### src/rtl/dpmc_pkg.sv
// ----------------------------------------------------------------------------
// dpmc_pkg: shared types and constants for the decimated pattern match counter
// Register indexes, keep-mode codes, field widths and the cell control bundle.
// ----------------------------------------------------------------------------
package dpmc_pkg;

  localparam int CHAR_W      = 8;   // one string byte
  localparam int COUNT_OUT_W = 11;  // match_count field on the result
  localparam int PAT_BYTES   = 16;  // bytes held by pattern_low/pattern_high
  localparam int PAT_IDX_W   = 4;   // index into the pattern bytes
  localparam int LEN_W       = 5;   // pattern_length register
  localparam int MODE_W      = 2;   // keep_mode register
  localparam int CFG_W       = 64;  // widest register
  localparam int CFG_IDX_W   = 2;   // four registers

  // register indexes
  localparam logic [CFG_IDX_W-1:0] REG_KEEP_MODE    = 2'd0;
  localparam logic [CFG_IDX_W-1:0] REG_PATTERN_LEN  = 2'd1;
  localparam logic [CFG_IDX_W-1:0] REG_PATTERN_LOW  = 2'd2;
  localparam logic [CFG_IDX_W-1:0] REG_PATTERN_HIGH = 2'd3;

  // keep_mode codes; the unused code keeps nothing as well
  localparam logic [MODE_W-1:0] KEEP_EVEN = 2'd0;
  localparam logic [MODE_W-1:0] KEEP_ODD  = 2'd1;
  localparam logic [MODE_W-1:0] KEEP_NONE = 2'd2;

  // per-transfer control broadcast to every cell
  typedef struct packed {
    logic shift;  // a kept byte enters the chain
    logic clear;  // end of string: drop window contents
  } dpmc_ctrl_t;

endpackage

### src/rtl/dpmc_cell.sv
// ----------------------------------------------------------------------------
// dpmc_cell: one window slot of the kept-byte chain
// Holds a byte and its valid flag, passes them on to the next slot on a shift
// and compares its post-shift contents against its expected pattern byte.
// ----------------------------------------------------------------------------
module dpmc_cell
  import dpmc_pkg::*;
(
  input  logic              clk,
  input  logic              rst_n,
  input  dpmc_ctrl_t        ctrl,
  input  logic [CHAR_W-1:0] byte_in,
  input  logic              valid_in,
  input  logic [CHAR_W-1:0] expect_byte,
  input  logic              active,      // slot lies inside the pattern length
  output logic [CHAR_W-1:0] byte_out,
  output logic              valid_out,
  output logic              hit
);

  logic [CHAR_W-1:0] byte_r, byte_nxt;
  logic              valid_r, valid_nxt;
  logic              valid_shift;

  assign byte_nxt    = ctrl.shift ? byte_in : byte_r;
  assign valid_shift = ctrl.shift ? valid_in : valid_r;
  assign valid_nxt   = ctrl.clear ? 1'b0 : valid_shift;

  // inactive slots never block a match
  assign hit = !active || (valid_shift && (byte_nxt == expect_byte));

  always_ff @(posedge clk) begin
    byte_r <= byte_nxt;
  end

  always_ff @(posedge clk) begin
    if (!rst_n) begin
      valid_r <= 1'b0;
    end else begin
      valid_r <= valid_nxt;
    end
  end

  assign byte_out  = byte_r;
  assign valid_out = valid_r;

endmodule

### src/rtl/decimated_pattern_match_counter_unit.sv
// ----------------------------------------------------------------------------
// decimated_pattern_match_counter_unit: position-filtered substring counter
// Each input transfer's result is written into the output register as it is accepted.
// Throughput: 1 byte per cycle while results drain; cells shift and compare in one pass.
// Reset: synchronous active-low rst_n clears registers, window and count.
// ----------------------------------------------------------------------------
//
// Each input byte alternates the position parity. Depending on keep_mode the
// even or the odd positions are kept (or none). A kept byte enters a chain of
// MAX_PATTERN cells, cell 0 newest. Every cell compares its new contents with
// pattern byte (len-1-k), so the whole window is checked in parallel; the AND
// of all cell hits bumps a saturating match counter.
//
// The result register decouples the two sides: a new byte is taken whenever
// the result register is empty or drains in the same cycle.
// After a transfer with tlast the window, parity and count return to reset;
// configuration registers keep their values.
module decimated_pattern_match_counter_unit
  import dpmc_pkg::*;
#(
  parameter int MAX_PATTERN = 16,
  parameter int MAX_MATCHES = 1024
) (
  input  logic                 clk,
  input  logic                 rst_n,
  // configuration
  input  logic                 cfg_we,
  input  logic [CFG_IDX_W-1:0] cfg_index,
  input  logic [CFG_W-1:0]     cfg_wdata,
  // input stream
  input  logic                 in_tvalid,
  output logic                 in_tready,
  input  logic [7:0]           in_tdata,   // [7:0] in_char
  input  logic                 in_tlast,   // in_last
  // result stream
  output logic                 out_tvalid,
  input  logic                 out_tready,
  output logic [23:0]          out_tdata,  // [7:0] kept_char, [18:8] match_count, zero pad
  output logic                 out_tuser,  // [0] was_kept
  output logic                 out_tlast   // out_last
);

  localparam int CNT_W = $clog2(MAX_MATCHES + 1);
  localparam int EXT_W = (CNT_W > COUNT_OUT_W) ? CNT_W : COUNT_OUT_W;

  // ---------------- configuration registers ----------------
  logic [MODE_W-1:0] keep_mode_r;
  logic [LEN_W-1:0]  pat_len_r;
  logic [CFG_W-1:0]  pat_low_r;
  logic [CFG_W-1:0]  pat_high_r;

  always_ff @(posedge clk) begin
    if (!rst_n) begin
      keep_mode_r <= KEEP_EVEN;
      pat_len_r   <= LEN_W'(1);
      pat_low_r   <= '0;
      pat_high_r  <= '0;
    end else if (cfg_we) begin
      case (cfg_index)
        REG_KEEP_MODE:    keep_mode_r <= cfg_wdata[MODE_W-1:0];
        REG_PATTERN_LEN:  pat_len_r   <= cfg_wdata[LEN_W-1:0];
        REG_PATTERN_LOW:  pat_low_r   <= cfg_wdata;
        REG_PATTERN_HIGH: pat_high_r  <= cfg_wdata;
        default: ;
      endcase
    end
  end

  // effective length: zero acts as one, clamp to the chain length
  logic [LEN_W-1:0] len_eff;
  always_comb begin
    if (pat_len_r == '0) begin
      len_eff = LEN_W'(1);
    end else if (pat_len_r > LEN_W'(MAX_PATTERN)) begin
      len_eff = LEN_W'(MAX_PATTERN);
    end else begin
      len_eff = pat_len_r;
    end
  end

  // pattern bytes, byte 0 is the oldest character of a match
  logic [2*CFG_W-1:0] pat_all;
  logic [CHAR_W-1:0]  pat_bytes [PAT_BYTES];
  assign pat_all = {pat_high_r, pat_low_r};
  always_comb begin
    for (int j = 0; j < PAT_BYTES; j++) begin
      pat_bytes[j] = pat_all[j*CHAR_W +: CHAR_W];
    end
  end

  // ---------------- handshake and filter ----------------
  logic out_valid_r, out_valid_nxt;
  logic in_fire;
  logic parity_r, parity_nxt;
  logic keep;
  dpmc_ctrl_t ctrl;

  assign in_tready = !out_valid_r || out_tready;
  assign in_fire   = in_tvalid && in_tready;

  assign keep = ((keep_mode_r == KEEP_EVEN) && !parity_r) ||
                ((keep_mode_r == KEEP_ODD)  &&  parity_r);

  assign ctrl.shift = in_fire && keep;
  assign ctrl.clear = in_fire && in_tlast;

  always_comb begin
    parity_nxt = parity_r;
    if (in_fire) begin
      parity_nxt = in_tlast ? 1'b0 : !parity_r;
    end
  end

  // ---------------- cell chain ----------------
  logic [CHAR_W-1:0]      cell_byte  [MAX_PATTERN];
  logic [MAX_PATTERN-1:0] cell_valid;
  logic [MAX_PATTERN-1:0] cell_hit;

  for (genvar k = 0; k < MAX_PATTERN; k++) begin : g_cell
    logic [LEN_W-1:0]  pidx;
    logic [CHAR_W-1:0] chain_byte;
    logic              chain_valid;

    // slot k, counted from the newest byte, meets pattern byte len-1-k
    assign pidx = len_eff - LEN_W'(1) - LEN_W'(k);

    if (k == 0) begin : g_head
      assign chain_byte  = in_tdata[CHAR_W-1:0];
      assign chain_valid = 1'b1;
    end else begin : g_body
      assign chain_byte  = cell_byte[k-1];
      assign chain_valid = cell_valid[k-1];
    end

    dpmc_cell u_cell (
      .clk         (clk),
      .rst_n       (rst_n),
      .ctrl        (ctrl),
      .byte_in     (chain_byte),
      .valid_in    (chain_valid),
      .expect_byte (pat_bytes[pidx[PAT_IDX_W-1:0]]),
      .active      (LEN_W'(k) < len_eff),
      .byte_out    (cell_byte[k]),
      .valid_out   (cell_valid[k]),
      .hit         (cell_hit[k])
    );
  end

  // ---------------- saturating match counter ----------------
  logic [CNT_W-1:0] count_r, count_nxt, count_upd;
  logic [EXT_W-1:0] count_ext;

  always_comb begin
    count_upd = count_r;
    if (keep && (&cell_hit) && (count_r < CNT_W'(MAX_MATCHES))) begin
      count_upd = count_r + CNT_W'(1);
    end
    count_nxt = count_r;
    if (in_fire) begin
      count_nxt = in_tlast ? '0 : count_upd;
    end
  end

  assign count_ext = EXT_W'(count_upd);

  always_ff @(posedge clk) begin
    if (!rst_n) begin
      parity_r    <= 1'b0;
      count_r     <= '0;
      out_valid_r <= 1'b0;
    end else begin
      parity_r    <= parity_nxt;
      count_r     <= count_nxt;
      out_valid_r <= out_valid_nxt;
    end
  end

  // ---------------- result register ----------------
  logic [CHAR_W-1:0]      out_char_r;
  logic [COUNT_OUT_W-1:0] out_count_r;
  logic                   out_kept_r;
  logic                   out_last_r;

  always_comb begin
    out_valid_nxt = out_valid_r;
    if (in_fire) begin
      out_valid_nxt = 1'b1;
    end else if (out_tready) begin
      out_valid_nxt = 1'b0;
    end
  end

  always_ff @(posedge clk) begin
    if (in_fire) begin
      out_kept_r  <= keep;
      out_char_r  <= keep ? in_tdata[CHAR_W-1:0] : '0;
      out_count_r <= count_ext[COUNT_OUT_W-1:0];
      out_last_r  <= in_tlast;
    end
  end

  assign out_tvalid = out_valid_r;
  assign out_tdata  = {5'b0, out_count_r, out_char_r};
  assign out_tuser  = out_kept_r;
  assign out_tlast  = out_last_r;

endmodule

### config.mk
export PLATFORM = sky130hd
export DESIGN_NAME = decimated_pattern_match_counter_unit
export DESIGN_NICKNAME = d
export VERILOG_FILES = /design/src/rtl/dpmc_pkg.sv /design/src/rtl/dpmc_cell.sv /design/src/rtl/decimated_pattern_match_counter_unit.sv
export SDC_FILE = /design/constraint.sdc
export NUM_CORES = 1
export LEC_CHECK = 0
export ABC_CLOCK_PERIOD_IN_PS = 15900
export BUFFER_PORTS_ARGS = -buffer_cell sky130_fd_sc_hd__buf_2
export CORE_MARGIN = 4
export CORE_UTILIZATION = 50
export DETAILED_ROUTE_END_ITERATION = 12
export GPL_TIMING_DRIVEN = 0
export PLACE_DENSITY = 0.67
export REMOVE_ABC_BUFFERS = 1
export SYNTH_ARGS = -nofsm -noshare
export SYNTH_HDL_FRONTEND = slang
export SYNTH_SLANG_ARGS = --single-unit
### constraint.sdc
create_clock -name clk -period 15.9 [get_ports clk]
set_clock_uncertainty 0.15 [all_clocks]
set_input_delay 1.59 -clock clk [delete_from_list [all_inputs] [get_ports clk]]
set_output_delay 1.59 -clock clk [all_outputs]
set_load 0.02 [all_outputs]
==> summary.md <==
| Metric | Value |
|---|---|
| FF-to-FF path depth | `18` |
| Total GRT Usage | `34.6%` |
| Warnings from Yosys | `0` |
| DRC | `0` |
| Inserted Clock Buffers | `37` |
| Initial antenna violation count | `3` |
| Port-buffer cells | `102` |
| Slew @ Worst Pin | `1.46 ns` |
| Worst r2r src | `pat_len_r[4]` |
| PD cells | `126 nW/µm²` |
| Clock power frac | `29.4%` |
| Fmax | `100 MHz` |
| CP Capture Type | `flop` |
| Detail-routed via count per cell | `6.81` |
| Max_slew headroom | `under 10%` |
| Post-CTS Resized | `0` |
| Worst Setup EP | `out_count_r[1]` |
| Setup bufs post-CTS | `0` |
| Hold path start | `g_cell[15].u_cell.byte_out[1]` |
| Worst path arrival time | `10.13 ns` |
| Main flop type after synthesis | `dfxtp_1` |
| Cells after synthesis | `2318` |
| Routed wire length | `79.7 mm` |
| CTS clock-pin slew for the worst setup and hold paths | `0.06 ns` |
| Die ar. | `between 40000 and 50000 µm²` |
| Root Buffer | `clkbuf_16` |
| Dominant cell type by area after synthesis | `dfxtp_1` |
| Synth cell types | `96` |
| Peak supply drop | `0.0798 mV` |
| Layout cell share with drive strength beyond 1 | `approximately a fifth` |
| Max-slew violation count | `0` |
| CP Launch Type | `flop` |
| Pre-CTS setup slack | `5.97 ns` |
| Sw Ratio | `35.9%` |
| Worst EP required | `around 16 ns` |
| Critical Path Source | `pat_len_r[4]` |
| Net switching power of the design | `1.05 mW` |
| Type of the most critical hold path | `flop to flop` |
| Clock period minus worst slack | `approximately 10 ns` |
| Cell area after synthesis | `20900 µm²` |
| Post-DR wirelength/cell | `roughly 28 µm` |
| Post-synth ARST share | `0%` |
| IO Count | `around 110` |
| Vias | `~20000` |
| Fin cells | `2876` |
| Final setup violation count | `0` |
| Reg power frac | `37.1%` |
| Synth Register Bits | `313` |
| Clk buf depth | `3` |
| Sequential element share of the synthesized area | `31.0%` |
| Design Area, Final | `23100 µm²` |
| Post-synth EDFFs | `21` |
| CP Max Fanout | `67` |
| First-pass GRT wire length | `118 mm` |
| Starting Density | `50.8%` |
| CTS sink count | `313` |
| Dpl cells | `roughly 2800` |
| TritonCTS clock tree | `done` |
| Vias in the first global route | `~18000` |
| Comb pwr share | `33.5%` |
| Routability cong. | `0.986` |
| 1st-iter DRT viols | `approximately 2400` |
| GRT overflow | `0` |
| Post-route setup slack | `5.94 ns` |
| Die width | `about 210 µm` |
| Post-synth top area share | `between 20 and 30%` |
| Rows | `74` |
| DP Wirelength | `59.9 mm` |
| Placed Area | `approximately 22000 µm²` |
| Antenna Cells | `0` |
| MaxCap Viol Count | `0` |
| CTS Hold Bufs | `0` |
| Synth Area per Inst | `9.01 µm²` |
| RSZ-0062 raised after global routing | `false` |
| Nets | `around 2400` |
| Setup Crit Path Kind | `flop to flop` |
| TritonRoute pass-1 iters | `9` |
| Tcrit/Tclk final | `62.6%` |
| Flop2flop setup slack | `5.94 ns` |
| Power Internal | `between 1.5 and 2 mW` |
| Status | `finished, final reports clean` |
| R2R Path End | `out_count_r[1]` |
| Die Y-Extent | `212 µm` |
| Largest net degree at the start of global routing | `97` |
| Worst-Skew Late Latency | `0.57 ns` |
| Leakage power | `8.50 nW` |
| Core footprint | `41100 µm²` |
| Antenna viol nets, final | `0` |
| Final core occ | `56.1%` |
| CTS H-tree lvls | `2` |
| Layout area overhead | `10.4%` |
| Final hold violation count | `0` |
| Synth area leaders | `dfxtp_1 28%, mux4_2 10%, mux2_2 7.3%` |
-- worst min path at each step --
stage,to,slack [ns],depth (start not counted)
6_report,g_cell[15].u_cell.byte_out[1],0.34,1
3_5_place_dp,g_cell[15].u_cell.byte_out[1],0.32,1
4_1_cts,g_cell[15].u_cell.byte_out[1],0.34,1
3_3_place_gp,g_cell[15].u_cell.byte_out[6],0.32,1
2_1_floorplan,pat_high_r[15],0.30,2
5_1_grt,g_cell[15].u_cell.byte_out[1],0.34,1
-- final cells by class --
| class | count | area, µm² |
|---|---|---|
| sequential | 313 | 6480 |
| multi-input combinational | 1788 | 13600 |
| clock inverter | 15 | 171 |
| tap | 532 | 666 |
| fill | 3761 | 18000 |
| timing repair buffer | 134 | 987 |
| clock buffer | 50 | 1010 |
| inverter | 44 | 173 |
-- placed cells by master (no fill, tap or decap), types with 68 or more instances in the layout --
cell type / count
xnor2_1: 89
nor2_1: 68
mux2i_1: 136
nand2_1: 341
mux2_2: 135
a21oi_1: 192
dfxtp_1: 289
o21ai_0: 79
mux4_2: 95
buf_2: 102
-- cells in the mapped netlist (all sizes together) (12+ instances only) --
master	instances
nand2b	14
dfxtp	292
nand2	344
nor4	12
nand3	56
mux2	136
clkbuf	116
nor2b	23
o22ai	20
inv	43
and2	17
a221oi	12
nor2	72
edfxtp	21
mux2i	136
a21oi	196
mux4	95
and3	53
xnor2	90
a21o	15
a31oi	34
buf	61
nand4	15
a211oi	39
o21ai	85
xor2	33
nor3	35
a22oi	51
-- metrics by stage --
step | TNS (ns) | hold WS [ns] | power (mW)
after floorplan | -15.01 | 0.303 | 1.71
after global placement | -493.86 | 0.318 | 2.03
after detailed placement | 0 | 0.323 | 2.04
after CTS | 0 | 0.338 | 2.89
after global routing | 0 | 0.342 | 3.01
final | 0 | 0.337 | 2.92
-- flip-flops by register name, indices dropped and copies added (netlist names) --
name	count
g_cell.u_cell.byte_out	128
pat_high_r	64
pat_low_r	64
g_cell.u_cell.valid_out	16
count_r	11
out_count_r	11
out_char_r	8
pat_len_r	5
keep_mode_r	2
out_tlast	1
out_tuser	1
out_tvalid	1
parity_r	1
-- power by group through the flow --
| stage | sequential (mW) | clock (mW) | combinational [mW] |
|---|---|---|---|
| CTS | 1.08 | 0.864 | 0.952 |
| floorplan | 1.05 | 0 | 0.661 |
| detailed placement | 1.09 | 0 | 0.947 |
| finish | 1.08 | 0.858 | 0.977 |
| global placement | 1.09 | 0 | 0.948 |
| global route | 1.10 | 0.898 | 1.02 |
-- kinds of logic (layout without fill, tap and decap cells) --
family | count (synthesis) | count (layout) | synth area share, %
simple gates | 698 | 698 | 16.2
compound gates | 586 | 586 | 18.5
mux | 367 | 367 | 24.1
flops | 313 | 313 | 31.0
buf+inv | 221 | 243 | 4.54
xor+xnor | 123 | 123 | 5.19
fa+ha+maj | 9 | 9 | 0.539
other cells | 1 | 5 | 0.0179
-- critical path: stages (launching register included) --
cell and delay (ns):
dfxtp_2 0.68, buf_12 0.31, nand2b_1 0.48, nand2_8 0.25, inv_6 0.67, ha_2 0.63, buf_12 0.26, inv_2 0.73
ha_1 0.50, a21boi_1 0.96, nor2_1 0.52, mux2i_1 0.26, a2111oi_0 0.67, a31oi_1 0.17, o32ai_1 0.35, o2111ai_1 0.39
nor4_4 1.00, nand2_2 0.17, mux2_4 0.35
-- per-layer routing --
layer / GRT usage, % / wire, µm
met2: 51.7 / 34100
met4: 15.0 / 4330
met1: 48.3 / 32800
met5: 0 / 13
met3: 7.57 / 8410
(Power assumes the default switching activity.)
